===== src/rtl/core/qpl_pkg.sv =====
// ----------------------------------------------------------------------------
// qpl_pkg
// Shared types and default constants of the QRS main peak locator.
// ----------------------------------------------------------------------------
package qpl_pkg;

  localparam int unsigned BufDepthDef   = 1024;
  localparam int unsigned CenterBackDef = 25;
  localparam int unsigned LeadDef       = 29;
  localparam int unsigned HalfSpanDef   = 36;
  localparam int unsigned SlopeGapDef   = 7;

  localparam int unsigned SampleW = 16;
  localparam int unsigned DelayW  = 9;
  localparam int unsigned CountW  = 32;

  typedef enum logic {
    OP_PUSH   = 1'b0,
    OP_LOCATE = 1'b1
  } qpl_op_e;

  typedef struct packed {
    logic              start;
    logic [DelayW-1:0] delay;
  } qpl_req_t;

  typedef struct packed {
    logic [CountW-1:0] location;
    logic              is_max;
  } qpl_res_t;

endpackage


===== src/rtl/core/qpl_engine.sv =====
// ----------------------------------------------------------------------------
// qpl_engine
// Locate sequencer: scans the store window for the first maximum and minimum,
// reads their neighbors, evaluates slopes and picks the main wave.
// ----------------------------------------------------------------------------
module qpl_engine import qpl_pkg::*; #(
  parameter int unsigned BUF_DEPTH   = BufDepthDef,
  parameter int unsigned CENTER_BACK = CenterBackDef,
  parameter int unsigned LEAD        = LeadDef,
  parameter int unsigned HALF_SPAN   = HalfSpanDef,
  parameter int unsigned SLOPE_GAP   = SlopeGapDef,
  parameter int unsigned AW          = $clog2(BufDepthDef)
) (
  input  logic               clk_i,
  input  logic               rst_ni,
  input  qpl_req_t           req_i,
  input  logic [AW-1:0]      wp_i,
  input  logic [CountW-1:0]  count_i,
  output logic               idle_o,
  output logic               rd_en_o,
  output logic [AW-1:0]      rd_addr_o,
  input  logic [SampleW-1:0] rd_data_i,
  output logic               res_valid_o,
  input  logic               res_ready_i,
  output qpl_res_t           res_o
);

  localparam int unsigned NScan  = 2 * HALF_SPAN + 1;
  localparam int unsigned CntW   = $clog2(NScan + 1);
  localparam int unsigned BackK  = (CENTER_BACK + LEAD) % BUF_DEPTH;
  localparam int unsigned DW     = (AW + 1 > DelayW) ? AW + 1 : DelayW;
  localparam int unsigned DiffW  = SampleW + 1;
  localparam int unsigned SumW   = SampleW + 2;

  localparam logic [1:0] NbLeft  = 2'd0;
  localparam logic [1:0] NbRight = 2'd1;
  localparam logic [1:0] NbFar   = 2'd2;
  localparam logic [1:0] NbNear  = 2'd3;

  typedef enum logic [9:0] {
    ST_IDLE   = 10'b0000000001,
    ST_BACK   = 10'b0000000010,
    ST_SCAN   = 10'b0000000100,
    ST_DRAIN  = 10'b0000001000,
    ST_NEIGH  = 10'b0000010000,
    ST_SETTLE = 10'b0000100000,
    ST_EVAL   = 10'b0001000000,
    ST_PICK   = 10'b0010000000,
    ST_LOC    = 10'b0100000000,
    ST_DONE   = 10'b1000000000
  } qpl_state_e;

  function automatic logic [AW-1:0] wrap_back(input logic [AW-1:0] p,
                                              input logic [AW-1:0] d);
    logic [AW:0] s;
    s = {1'b0, p} + (AW+1)'(BUF_DEPTH) - {1'b0, d};
    return (s >= (AW+1)'(BUF_DEPTH)) ? AW'(s - (AW+1)'(BUF_DEPTH)) : AW'(s);
  endfunction

  function automatic logic [AW-1:0] wrap_fwd(input logic [AW-1:0] p,
                                             input logic [AW-1:0] d);
    logic [AW:0] s;
    s = {1'b0, p} + {1'b0, d};
    return (s >= (AW+1)'(BUF_DEPTH)) ? AW'(s - (AW+1)'(BUF_DEPTH)) : AW'(s);
  endfunction

  function automatic logic is_turn(input logic signed [DiffW-1:0] ls,
                                   input logic signed [DiffW-1:0] rs);
    return (ls == '0) || (rs == '0) || (ls[DiffW-1] != rs[DiffW-1]);
  endfunction

  function automatic logic [DiffW-1:0] abs_diff(input logic signed [DiffW-1:0] v);
    return v[DiffW-1] ? DiffW'(-v) : DiffW'(v);
  endfunction

  qpl_state_e state_q, state_d;
  logic              back_q, back_d;
  logic [CntW-1:0]   cnt_q, cnt_d;
  logic [2:0]        jcnt_q, jcnt_d;
  logic [AW-1:0]     pos_q, pos_d;
  logic [AW-1:0]     dmod_q;

  logic              scan_vld_q, first_q;
  logic [AW-1:0]     tag_q;
  logic signed [SampleW-1:0] vmax_q, vmin_q;
  logic [AW-1:0]     pmax_q, pmin_q;

  logic              nb_vld_q;
  logic [2:0]        nb_tag_q;
  logic signed [SampleW-1:0] nb_q [8];

  logic              tmax_q, tmin_q;
  logic [SumW-1:0]   smax_q, smin_q;
  logic              pick_q;
  logic [AW-1:0]     shift_q;
  logic [CountW-1:0] loc_q;

  logic [DW-1:0]     delay_ext;
  logic [AW-1:0]     dmod;
  logic [AW-1:0]     nb_base, nb_addr;
  logic signed [SampleW-1:0] rd_val;

  logic signed [DiffW-1:0] mx_ls, mx_rs, mx_fl, mx_fr;
  logic signed [DiffW-1:0] mn_ls, mn_rs, mn_fl, mn_fr;
  logic [SumW+2:0]   wmax, wmin;
  logic              pick;

  assign rd_val    = $signed(rd_data_i);
  assign delay_ext = DW'(req_i.delay);
  assign dmod      = (delay_ext >= DW'(BUF_DEPTH)) ? AW'(delay_ext - DW'(BUF_DEPTH))
                                                    : AW'(delay_ext);

  always_comb begin
    nb_base = jcnt_q[2] ? pmin_q : pmax_q;
    case (jcnt_q[1:0])
      NbLeft:  nb_addr = wrap_back(nb_base, AW'(1));
      NbRight: nb_addr = wrap_fwd(nb_base, AW'(1));
      NbFar:   nb_addr = wrap_back(nb_base, AW'(SLOPE_GAP));
      NbNear:  nb_addr = wrap_fwd(nb_base, AW'(SLOPE_GAP));
      default: nb_addr = nb_base;
    endcase
  end

  // slope terms around the maximum and minimum
  assign mx_ls = DiffW'(vmax_q) - DiffW'(nb_q[0]);
  assign mx_rs = DiffW'(nb_q[1]) - DiffW'(vmax_q);
  assign mx_fl = DiffW'(vmax_q) - DiffW'(nb_q[2]);
  assign mx_fr = DiffW'(nb_q[3]) - DiffW'(vmax_q);
  assign mn_ls = DiffW'(vmin_q) - DiffW'(nb_q[4]);
  assign mn_rs = DiffW'(nb_q[5]) - DiffW'(vmin_q);
  assign mn_fl = DiffW'(vmin_q) - DiffW'(nb_q[6]);
  assign mn_fr = DiffW'(nb_q[7]) - DiffW'(vmin_q);

  // 5*maxsum against 4*minsum
  assign wmax = (SumW+3)'({smax_q, 2'b00}) + (SumW+3)'(smax_q);
  assign wmin = (SumW+3)'({smin_q, 2'b00});
  assign pick = (tmax_q == tmin_q) ? (!tmax_q || (wmax >= wmin)) : tmax_q;

  always_comb begin
    state_d   = state_q;
    back_d    = back_q;
    cnt_d     = cnt_q;
    jcnt_d    = jcnt_q;
    pos_d     = pos_q;
    rd_en_o   = 1'b0;
    rd_addr_o = pos_q;
    case (state_q)
      ST_IDLE: begin
        if (req_i.start) begin
          state_d = ST_BACK;
          back_d  = 1'b0;
        end
      end
      ST_BACK: begin
        if (!back_q) begin
          pos_d  = wrap_back(wp_i, dmod_q);
          back_d = 1'b1;
        end else begin
          pos_d   = wrap_back(pos_q, AW'(BackK));
          cnt_d   = '0;
          state_d = ST_SCAN;
        end
      end
      ST_SCAN: begin
        rd_en_o = 1'b1;
        pos_d   = wrap_fwd(pos_q, AW'(1));
        cnt_d   = cnt_q + 1'b1;
        if (cnt_q == CntW'(NScan - 1)) begin
          state_d = ST_DRAIN;
        end
      end
      ST_DRAIN: begin
        jcnt_d  = '0;
        state_d = ST_NEIGH;
      end
      ST_NEIGH: begin
        rd_en_o   = 1'b1;
        rd_addr_o = nb_addr;
        jcnt_d    = jcnt_q + 1'b1;
        if (jcnt_q == 3'd7) begin
          state_d = ST_SETTLE;
        end
      end
      ST_SETTLE: state_d = ST_EVAL;
      ST_EVAL:   state_d = ST_PICK;
      ST_PICK:   state_d = ST_LOC;
      ST_LOC:    state_d = ST_DONE;
      ST_DONE: begin
        if (res_ready_i) begin
          state_d = ST_IDLE;
        end
      end
      default: state_d = ST_IDLE;
    endcase
  end

  always_ff @(posedge clk_i or negedge rst_ni) begin
    if (!rst_ni) begin
      state_q    <= ST_IDLE;
      back_q     <= 1'b0;
      cnt_q      <= '0;
      jcnt_q     <= '0;
      scan_vld_q <= 1'b0;
      nb_vld_q   <= 1'b0;
    end else begin
      state_q    <= state_d;
      back_q     <= back_d;
      cnt_q      <= cnt_d;
      jcnt_q     <= jcnt_d;
      scan_vld_q <= (state_q == ST_SCAN);
      nb_vld_q   <= (state_q == ST_NEIGH);
    end
  end

  always_ff @(posedge clk_i) begin
    pos_q    <= pos_d;
    tag_q    <= pos_q;
    first_q  <= (state_q == ST_SCAN) && (cnt_q == '0);
    nb_tag_q <= jcnt_q;
    if (state_q == ST_IDLE && req_i.start) begin
      dmod_q <= dmod;
    end
    if (scan_vld_q) begin
      if (first_q || rd_val > vmax_q) begin
        vmax_q <= rd_val;
        pmax_q <= tag_q;
      end
      if (first_q || rd_val < vmin_q) begin
        vmin_q <= rd_val;
        pmin_q <= tag_q;
      end
    end
    if (nb_vld_q) begin
      nb_q[nb_tag_q] <= rd_val;
    end
    if (state_q == ST_EVAL) begin
      tmax_q <= is_turn(mx_ls, mx_rs);
      tmin_q <= is_turn(mn_ls, mn_rs);
      smax_q <= SumW'(abs_diff(mx_fl)) + SumW'(abs_diff(mx_fr));
      smin_q <= SumW'(abs_diff(mn_fl)) + SumW'(abs_diff(mn_fr));
    end
    if (state_q == ST_PICK) begin
      pick_q  <= pick;
      shift_q <= wrap_back(wp_i, pick ? pmax_q : pmin_q);
    end
    if (state_q == ST_LOC) begin
      loc_q <= count_i - CountW'(shift_q) + CountW'(1);
    end
  end

  assign idle_o         = (state_q == ST_IDLE);
  assign res_valid_o    = (state_q == ST_DONE);
  assign res_o.location = loc_q;
  assign res_o.is_max   = pick_q;

  a_start_when_idle: assert property (@(posedge clk_i) disable iff (!rst_ni)
    req_i.start |-> state_q == ST_IDLE)
    else $error("locate request while engine busy");

  a_done_holds: assert property (@(posedge clk_i) disable iff (!rst_ni)
    (state_q == ST_DONE) && !res_ready_i |=> (state_q == ST_DONE) && $stable(res_o))
    else $error("pending result dropped or changed");

  a_scan_follows_read: assert property (@(posedge clk_i) disable iff (!rst_ni)
    scan_vld_q |-> $past(rd_en_o) && $past(state_q == ST_SCAN))
    else $error("scan data without a scan read");

  a_neigh_count: assert property (@(posedge clk_i) disable iff (!rst_ni)
    (state_q == ST_SETTLE) |-> $past(jcnt_q == 3'd7) && nb_vld_q)
    else $error("neighbor read sequence incomplete");

endmodule


===== config.mk =====
export PLATFORM = sky130hd
export DESIGN_NAME = qpl_engine
export DESIGN_NICKNAME = d
export VERILOG_FILES = /design/src/rtl/core/qpl_pkg.sv /design/src/rtl/core/qpl_engine.sv
export SDC_FILE = /design/constraint.sdc
export NUM_CORES = 1
export LEC_CHECK = 0
export BUFFER_PORTS_ARGS = -buffer_cell sky130_fd_sc_hd__buf_4
export CAP_MARGIN = 0
export CELL_PAD_IN_SITES_DETAIL_PLACEMENT = 1
export CELL_PAD_IN_SITES_GLOBAL_PLACEMENT = 1
export CORE_ASPECT_RATIO = 1.25
export CORE_MARGIN = 2
export CORE_UTILIZATION = 54
export DETAILED_ROUTE_END_ITERATION = 6
export GPL_ROUTABILITY_DRIVEN = 0
export GPL_TIMING_DRIVEN = 1
export PLACE_DENSITY_LB_ADDON = 0.1
export SLEW_MARGIN = 5
export SYNTH_ARGS = -nofsm -noshare
export SYNTH_HDL_FRONTEND = slang
export SYNTH_SLANG_ARGS = --single-unit

===== constraint.sdc =====
create_clock -name clk_i -period 13.1 [get_ports clk_i]
set_input_delay 0.655 -clock clk_i [delete_from_list [all_inputs] [get_ports clk_i]]
set_output_delay 0.655 -clock clk_i [all_outputs]
set_load 0.03 [all_outputs]

; ---- Word level (Yosys, flattened, before mapping)
; Memory sizes are Yosys's and may differ from the RTL's.
; Cells that the tools add are included.
; Widths: inputs -> output; s select.
[totals]
ramBits = 128
input_bits = 71
latchBits = 0
mem_bits_ro = 0
n_memories = 1
reg_bits = 190
elab_cells = 157
[op_classes]
multipliers = 0
n_reduce_logical = 25
shifts = 0
n_addsub = 39
n_mux = 34
order_cmp = 12
n_eq_ne = 23
bitwise_logic = 0
div_mod_pow = 0
[memory_table]
columns = name, words, width, rd, rd_ports_with_merged_regs, wr, line_no
row1 = nb_q, 8, 16, 8, 0, 1, qpl_engine.sv:90  ; logic signed [SampleW-1:0] nb_q [8];
[ops]
columns = cell, n
row1 = $mux 10, 17
row2 = $sub 16x16->17, 8
row3 = $pmux 10 s10, 1
row4 = $ge 11x11->1 const B, 8
row5 = $sub 10x1->10 const B, 8
row6 = $logic_not 17->1, 4
row7 = $mux 17, 4
row8 = $neg 17->17, 4
row9 = $pmux 10 s4, 1
row10 = $add 17x17->18, 2
row11 = $add 10x11->11 const B, 3
row12 = $add 32x1->32 const B, 1
row13 = $sub 32x10->32, 1
row14 = $add 10x1->11 const B, 2
row15 = $sub 11x10->11, 2
row16 = $add 20x18->21, 1
row17 = $ge 21x20->1, 1
row18 = $pmux 10 s2, 1
row19 = $gt 16x16->1, 1
row20 = $lt 16x16->1, 1
row21 = $pmux 7 s2, 1
row22 = $add 10x3->11 const B, 1
row23 = $ge 9x11->1 const B, 1
row24 = $sub 11x1->11 const B, 1
row25 = 37 further kinds, 58

; ---- Logic depth before layout (Yosys ltp)
[logic_depth]
ltp_word = 8
mapped_depth = 32
depth_no_buf = 32

; ---- Worst setup path before layout
; No wires, ideal clock.
[synth_timing]
kind = reg-to-reg
from = reg smax_q[1]
to = reg shift_q[8], data pin
n_path_buf = 1
required_ps = 12842
period_less_slack_ps = 5719
path_stages_with_launch = 31
t_arrival_ps = 5462
setup_slack_ps = 7381
path_cell_list = edfxtp_1 > ha_1 > a21o_1 > a21oi_1 > o21bai_1 > a31oi_1 > o21ai_1 > o41ai_1 > o21ai_1 > or2_2 > a21oi_1 > xnor2_1 > ha_1 > nand4_1 > nand3b_1 > a21oi_1 > o21ai_0 > a21oi_1 > a32o_1 > buf_2 > mux2_2 > ha_1 > fa_1 > nor2b_1 > o21ai_0 > nand2b_1 > a21o_1 > a21o_1 > a21o_1 > a21oi_1 > xnor2_1
[synth_via]
elab_chain_len = 8
[synth_lines]
columns = element, line_no
row1 = from (decl), qpl_engine.sv:93  ; logic [SumW-1:0] smax_q, smin_q;
row2 = from (signal assigned), qpl_engine.sv:239  ; smax_q <= SumW'(abs_diff(mx_fl)) + SumW'(abs_diff(mx_fr));
row3 = $add 20x18->21 (*), qpl_engine.sv:135  ; assign wmax = (SumW+3)'({smax_q, 2'b00}) + (SumW+3)'(smax_q);
row4 = $ge 21x20->1 (*), qpl_engine.sv:137  ; assign pick = (tmax_q == tmin_q) ? (!tmax_q || (wmax >= wmin)) : tmax_q;
row5 = $logic_or 1x1->1 (*), qpl_engine.sv:137
row6 = $mux 1 (*), qpl_engine.sv:137
row7 = $mux 10 (*), qpl_engine.sv:244  ; shift_q <= wrap_back(wp_i, pick ? pmax_q : pmin_q);
row8 = $sub 11x10->11 (*), qpl_engine.sv:56  ; s = {1'b0, p} + (AW+1)'(BUF_DEPTH) - {1'b0, d};
row9 = $sub 10x1->10 / $ge 11x11->1 (equally long branches), qpl_engine.sv:57  ; return (s >= (AW+1)'(BUF_DEPTH)) ? AW'(s - (AW+1)'(BUF_DEPTH)) : AW'(s);
row10 = $mux 10 (*), qpl_engine.sv:57
row11 = to (signal assigned), qpl_engine.sv:244
row12 = to (decl), qpl_engine.sv:95  ; logic [AW-1:0] shift_q;
; Mark *: on every way between the ends. The rest lies on a longest branch, timed or not.
; A chain may end at the register's enable or synchronous reset.

; ---- Worst setup path after layout
[layout_timing]
from = reg smax_q[1]
to = reg shift_q[9], data pin
; Same word-level chain as after synthesis.

==> impl_metrics.py <==
metrics = {
    "clock_network": {
        "path_clk_slew_ps": 60,
        "cts_tree": "yes",
        "cts.repair.resized": 0,
        "ctsRootBufferMaster": "clkbuf_16",
        "htree_levels": 2,
        "insertion_delay_ps": 550,
        "cts.sinks": 317,
        "post_cts_buffers": 0,
        "cts_buffer_depth": 3,
        "numCtsBuffers": 35,
    },
    "drt": {
        "avgViaCountPerCell": 6.09,
        "dr.pass1.iters": 7,
        "ant_nets": 0,
        "wirelength_um": 67000,
        "drtIter0Drc": 933,
        "avgRoutedWirePerCell_um": 21.5,
        "vias": 19000,
        "drc": 0,
    },
    "worst_setup_path": {
        "worst_setup_path_end_kind": "flop",
        "path_common_cell": "a21oi_1",
        "crit_path_top_delay_cell": "a32o_1",
        "cpPeakStageDelay_ps": 740,
        "startpoint_type": "flop",
        "crit_fanout": 11,
        "worst-path-buf-inv": 1,
        "critPathKind": "reg2reg",
        "arrival_ps": 7460,
        "worstPathRequired_ps": 13390,
        "r2r_setup_slack_ps": 5930,
        "critPathTopFamily": "compound AO/OA/AOI/OAI gates",
    },
    "cells_and_area": {
        "num-fill-cells": 4831,
        "syn_to_final_growth_pct": 12.0,
        "drive_above_1_share": 0.0946,
        "num_antenna_cells": 0,
        "final_cells": 3112,
        "finalNetCount": 2904,
    },
    "synth": {
        "syn_inst": 2371,
        "synth_edf_count": 280,
        "yosys_warnings": 0,
        "ys_ff_latch": 317,
        "syn_avg_cell_area_sq_um": 9.95,
        "synth_area_leaders": "edfxtp_1 (36%), ha_1 (16%), xnor2_1 (5.2%)",
        "syn_area_sq_mm": 0.0236,
        "async_reset_ff_frac": 0.0726,
        "yosysTopAreaCellShare": 0.356,
        "ys_seq_area_frac": 0.393,
        "synth_cell_types": 92,
        "yosys_most_used_dff": "edfxtp_1",
        "yosys.area.top_type": "edfxtp_1",
        "syn-num-nets": 2755,
    },
    "timing": {
        "tns_ps": 0,
        "worstMarginPinSlew_ps": 1070,
        "rsz0062_at_grt": "false",
        "timing.hold.ws_ps": 292,
        "min_period_ps": 7170,
        "finalCritPeriodShare": 0.547,
        "timing.final.max_slew_violations": 0,
        "skew_ps": 25.0,
        "slew_headroom": 0.286,
        "report.final.setup_viol": 0,
        "hold_violations": 0,
        "fmax_ghz": 0.139,
    },
    "global_routing": {
        "grt_use_met1": 0.348,
        "grtUsageMet3": 0.0384,
        "grt_pass1_wl_um": 107000,
        "grt_max_degree": 40,
        "met2_usage": 0.541,
        "top_usage_layer": "met2",
        "grt_pass1_vias": 20500,
        "antenna_found_initial": 1,
        "grt_usage": 0.296,
        "overflow": 0,
    },
    "placement": {
        "place_inst": 3047,
        "dpl.hpwl_um": 52000,
        "portBuffers": 116,
    },
    "die": {
        "io_pins": 117,
        "die_y_um": 238,
        "row_count": 85,
        "dieArea_sq_mm": 0.0454,
        "core_area_sq_mm": 0.0431,
        "start_util": 0.548,
        "die_w_um": 191,
    },
    "status": {
        "status": "completed",
    },
    "pwr": {
        "netSwitchingFraction": 0.326,
        "p_int_uw": 2190,
        "p_per_area_mw_per_mm2": 123,
        "p_leak_uw": 0.0114,
        "ir_drop_mv": 0.133,
        "comb_power_share": 0.288,
        "power.switching_uw": 1060,
        "pwr-share-clk": 0.319,
        "pwr-share-seq": 0.393,
    },
    "hold_path": {
        "min_path_type": "in2reg",
    },
    "run": {
        "maxCapViolations": 0,
    },
}
metrics by stage:
stage          utilization  cell area [sq um]  setup WS, ps  power [uW]
3_3_place_gp         0.586              25200          6340        2160
3_5_place_dp         0.586              25200          6020        2220
5_1_grt              0.613              26400          5440        3400
6_report             0.613              26400          5930        3250
4_1_cts              0.613              26400          5990        3260
2_1_floorplan            -              23600          7380        1940
power groups by stage:
stage / registers, uW / clock network [uW] / logic (uW)
final: 1280 / 1040 / 934
after global routing: 1290 / 1080 / 1040
after CTS: 1280 / 1050 / 934
after detailed placement: 1300 / 0 / 921
after global placement: 1290 / 0 / 869
after floorplan: 1270 / 0 / 677
cell usage in the layout (no fill, tap or decap), types with 15 or more instances in the layout:
master and n:
a211oi_1 18, a21o_1 62, inv_1 250, edfxtp_1 280, nor2b_1 51, a21oi_1 148
nand2_1 140, xnor2_1 140, nand4_1 15, nand3_1 44, or3_1 26, xor2_1 70
o21ai_0 101, buf_4 130, o211ai_1 15, dfrtp_1 22, and3_1 21, ha_1 301
nor3_1 61, nor2_1 163, mux2i_1 22, nand2b_1 38, o21a_1 33, clkbuf_16 36
o21bai_1 15, a31oi_1 25, nor4_1 16
repair_timing:
action | in CTS | in global routing
hold buffers | 1 | 0
setup endpoints to repair | 0 | 0
hold endpoints to repair | 15 | 0
cell usage after synthesis, types with 13 or more instances:
cell type	n
dfxtp_1	14
nand2_1	140
nor2_1	163
xor2_1	70
nor4_1	16
dfrtp_1	22
nor2b_1	51
inv_1	250
o21a_1	33
or2_2	13
and3_1	21
a31oi_1	26
xnor2_1	140
or3_1	26
o211ai_1	15
o21bai_1	15
nand4_1	15
nand2b_1	38
nor3_1	63
a21o_1	62
a21oi_1	149
nand3_1	44
a211oi_1	18
edfxtp_1	280
mux2i_1	22
ha_1	301
o21ai_0	101
clkbuf_1	14
layout make-up:
| class | count | area [sq um] | share of cell area |
|---|---|---|---|
| Clock buffer | 44 | 951 | 0.0360 |
| Clock inverter | 20 | 230 | 0.00872 |
| Inverter | 251 | 942 | 0.0357 |
| Multi-Input combinational cell | 1784 | 13300 | 0.505 |
| Sequential cell | 317 | 9270 | 0.351 |
| Tap cell | 565 | 707 | 0.0268 |
| Timing Repair Buffer | 131 | 986 | 0.0373 |
worst register-to-register path, delay by kind of cell, from the launching register on:
| family | cells | cell delay [ps] |
|---|---|---|
| AO/OA/AOI/OAI | 17 | 3860 |
| XOR/XNOR | 3 | 430 |
| adder cells (fa/ha/maj) | 3 | 820 |
| buffers and inverters | 1 | 70 |
| flip-flops | 1 | 420 |
| multiplexers | 1 | 460 |
| AND/OR/NAND/NOR | 6 | 860 |
registers in the layout, indices dropped and copies added (netlist names), 16 cells and up:
| register | cells |
|---|---|
| nb_q | 128 |
| loc_q | 32 |
| vmin_q | 16 |
| smax_q | 18 |
| vmax_q | 16 |
| smin_q | 18 |
logic make-up after synthesis:
family	synth area share
AO/OA/AOI/OAI	0.159
XOR/XNOR	0.0780
adder cells (fa/ha/maj)	0.170
buffers and inverters	0.0432
flip-flops	0.393
multiplexers	0.0127
AND/OR/NAND/NOR	0.144
per-layer routing:
layer | vias up | part of all wire
met5 | - | 0.00018
met4 | 2 | 0.038
li1 | 8977 | -
met2 | 463 | 0.52
met3 | 160 | 0.043
met1 | 9357 | 0.40
worst paths after layout:
path | start | end | cells past startpoint
min in group asynchronous | rst_ni | scan_vld_q | 2
setup reg to reg | smax_q[1] | shift_q[9] | 31
hold reg to reg | tag_q[7] | pmin_q[7] | 0
setup / recovery | smax_q[1] | shift_q[9] | 31
hold / removal | req_i[1] | dmod_q[1] | 1
max in group asynchronous | rst_ni | state_q[0] | 2
No activity file was read; power rests on OpenSTA's default activity.
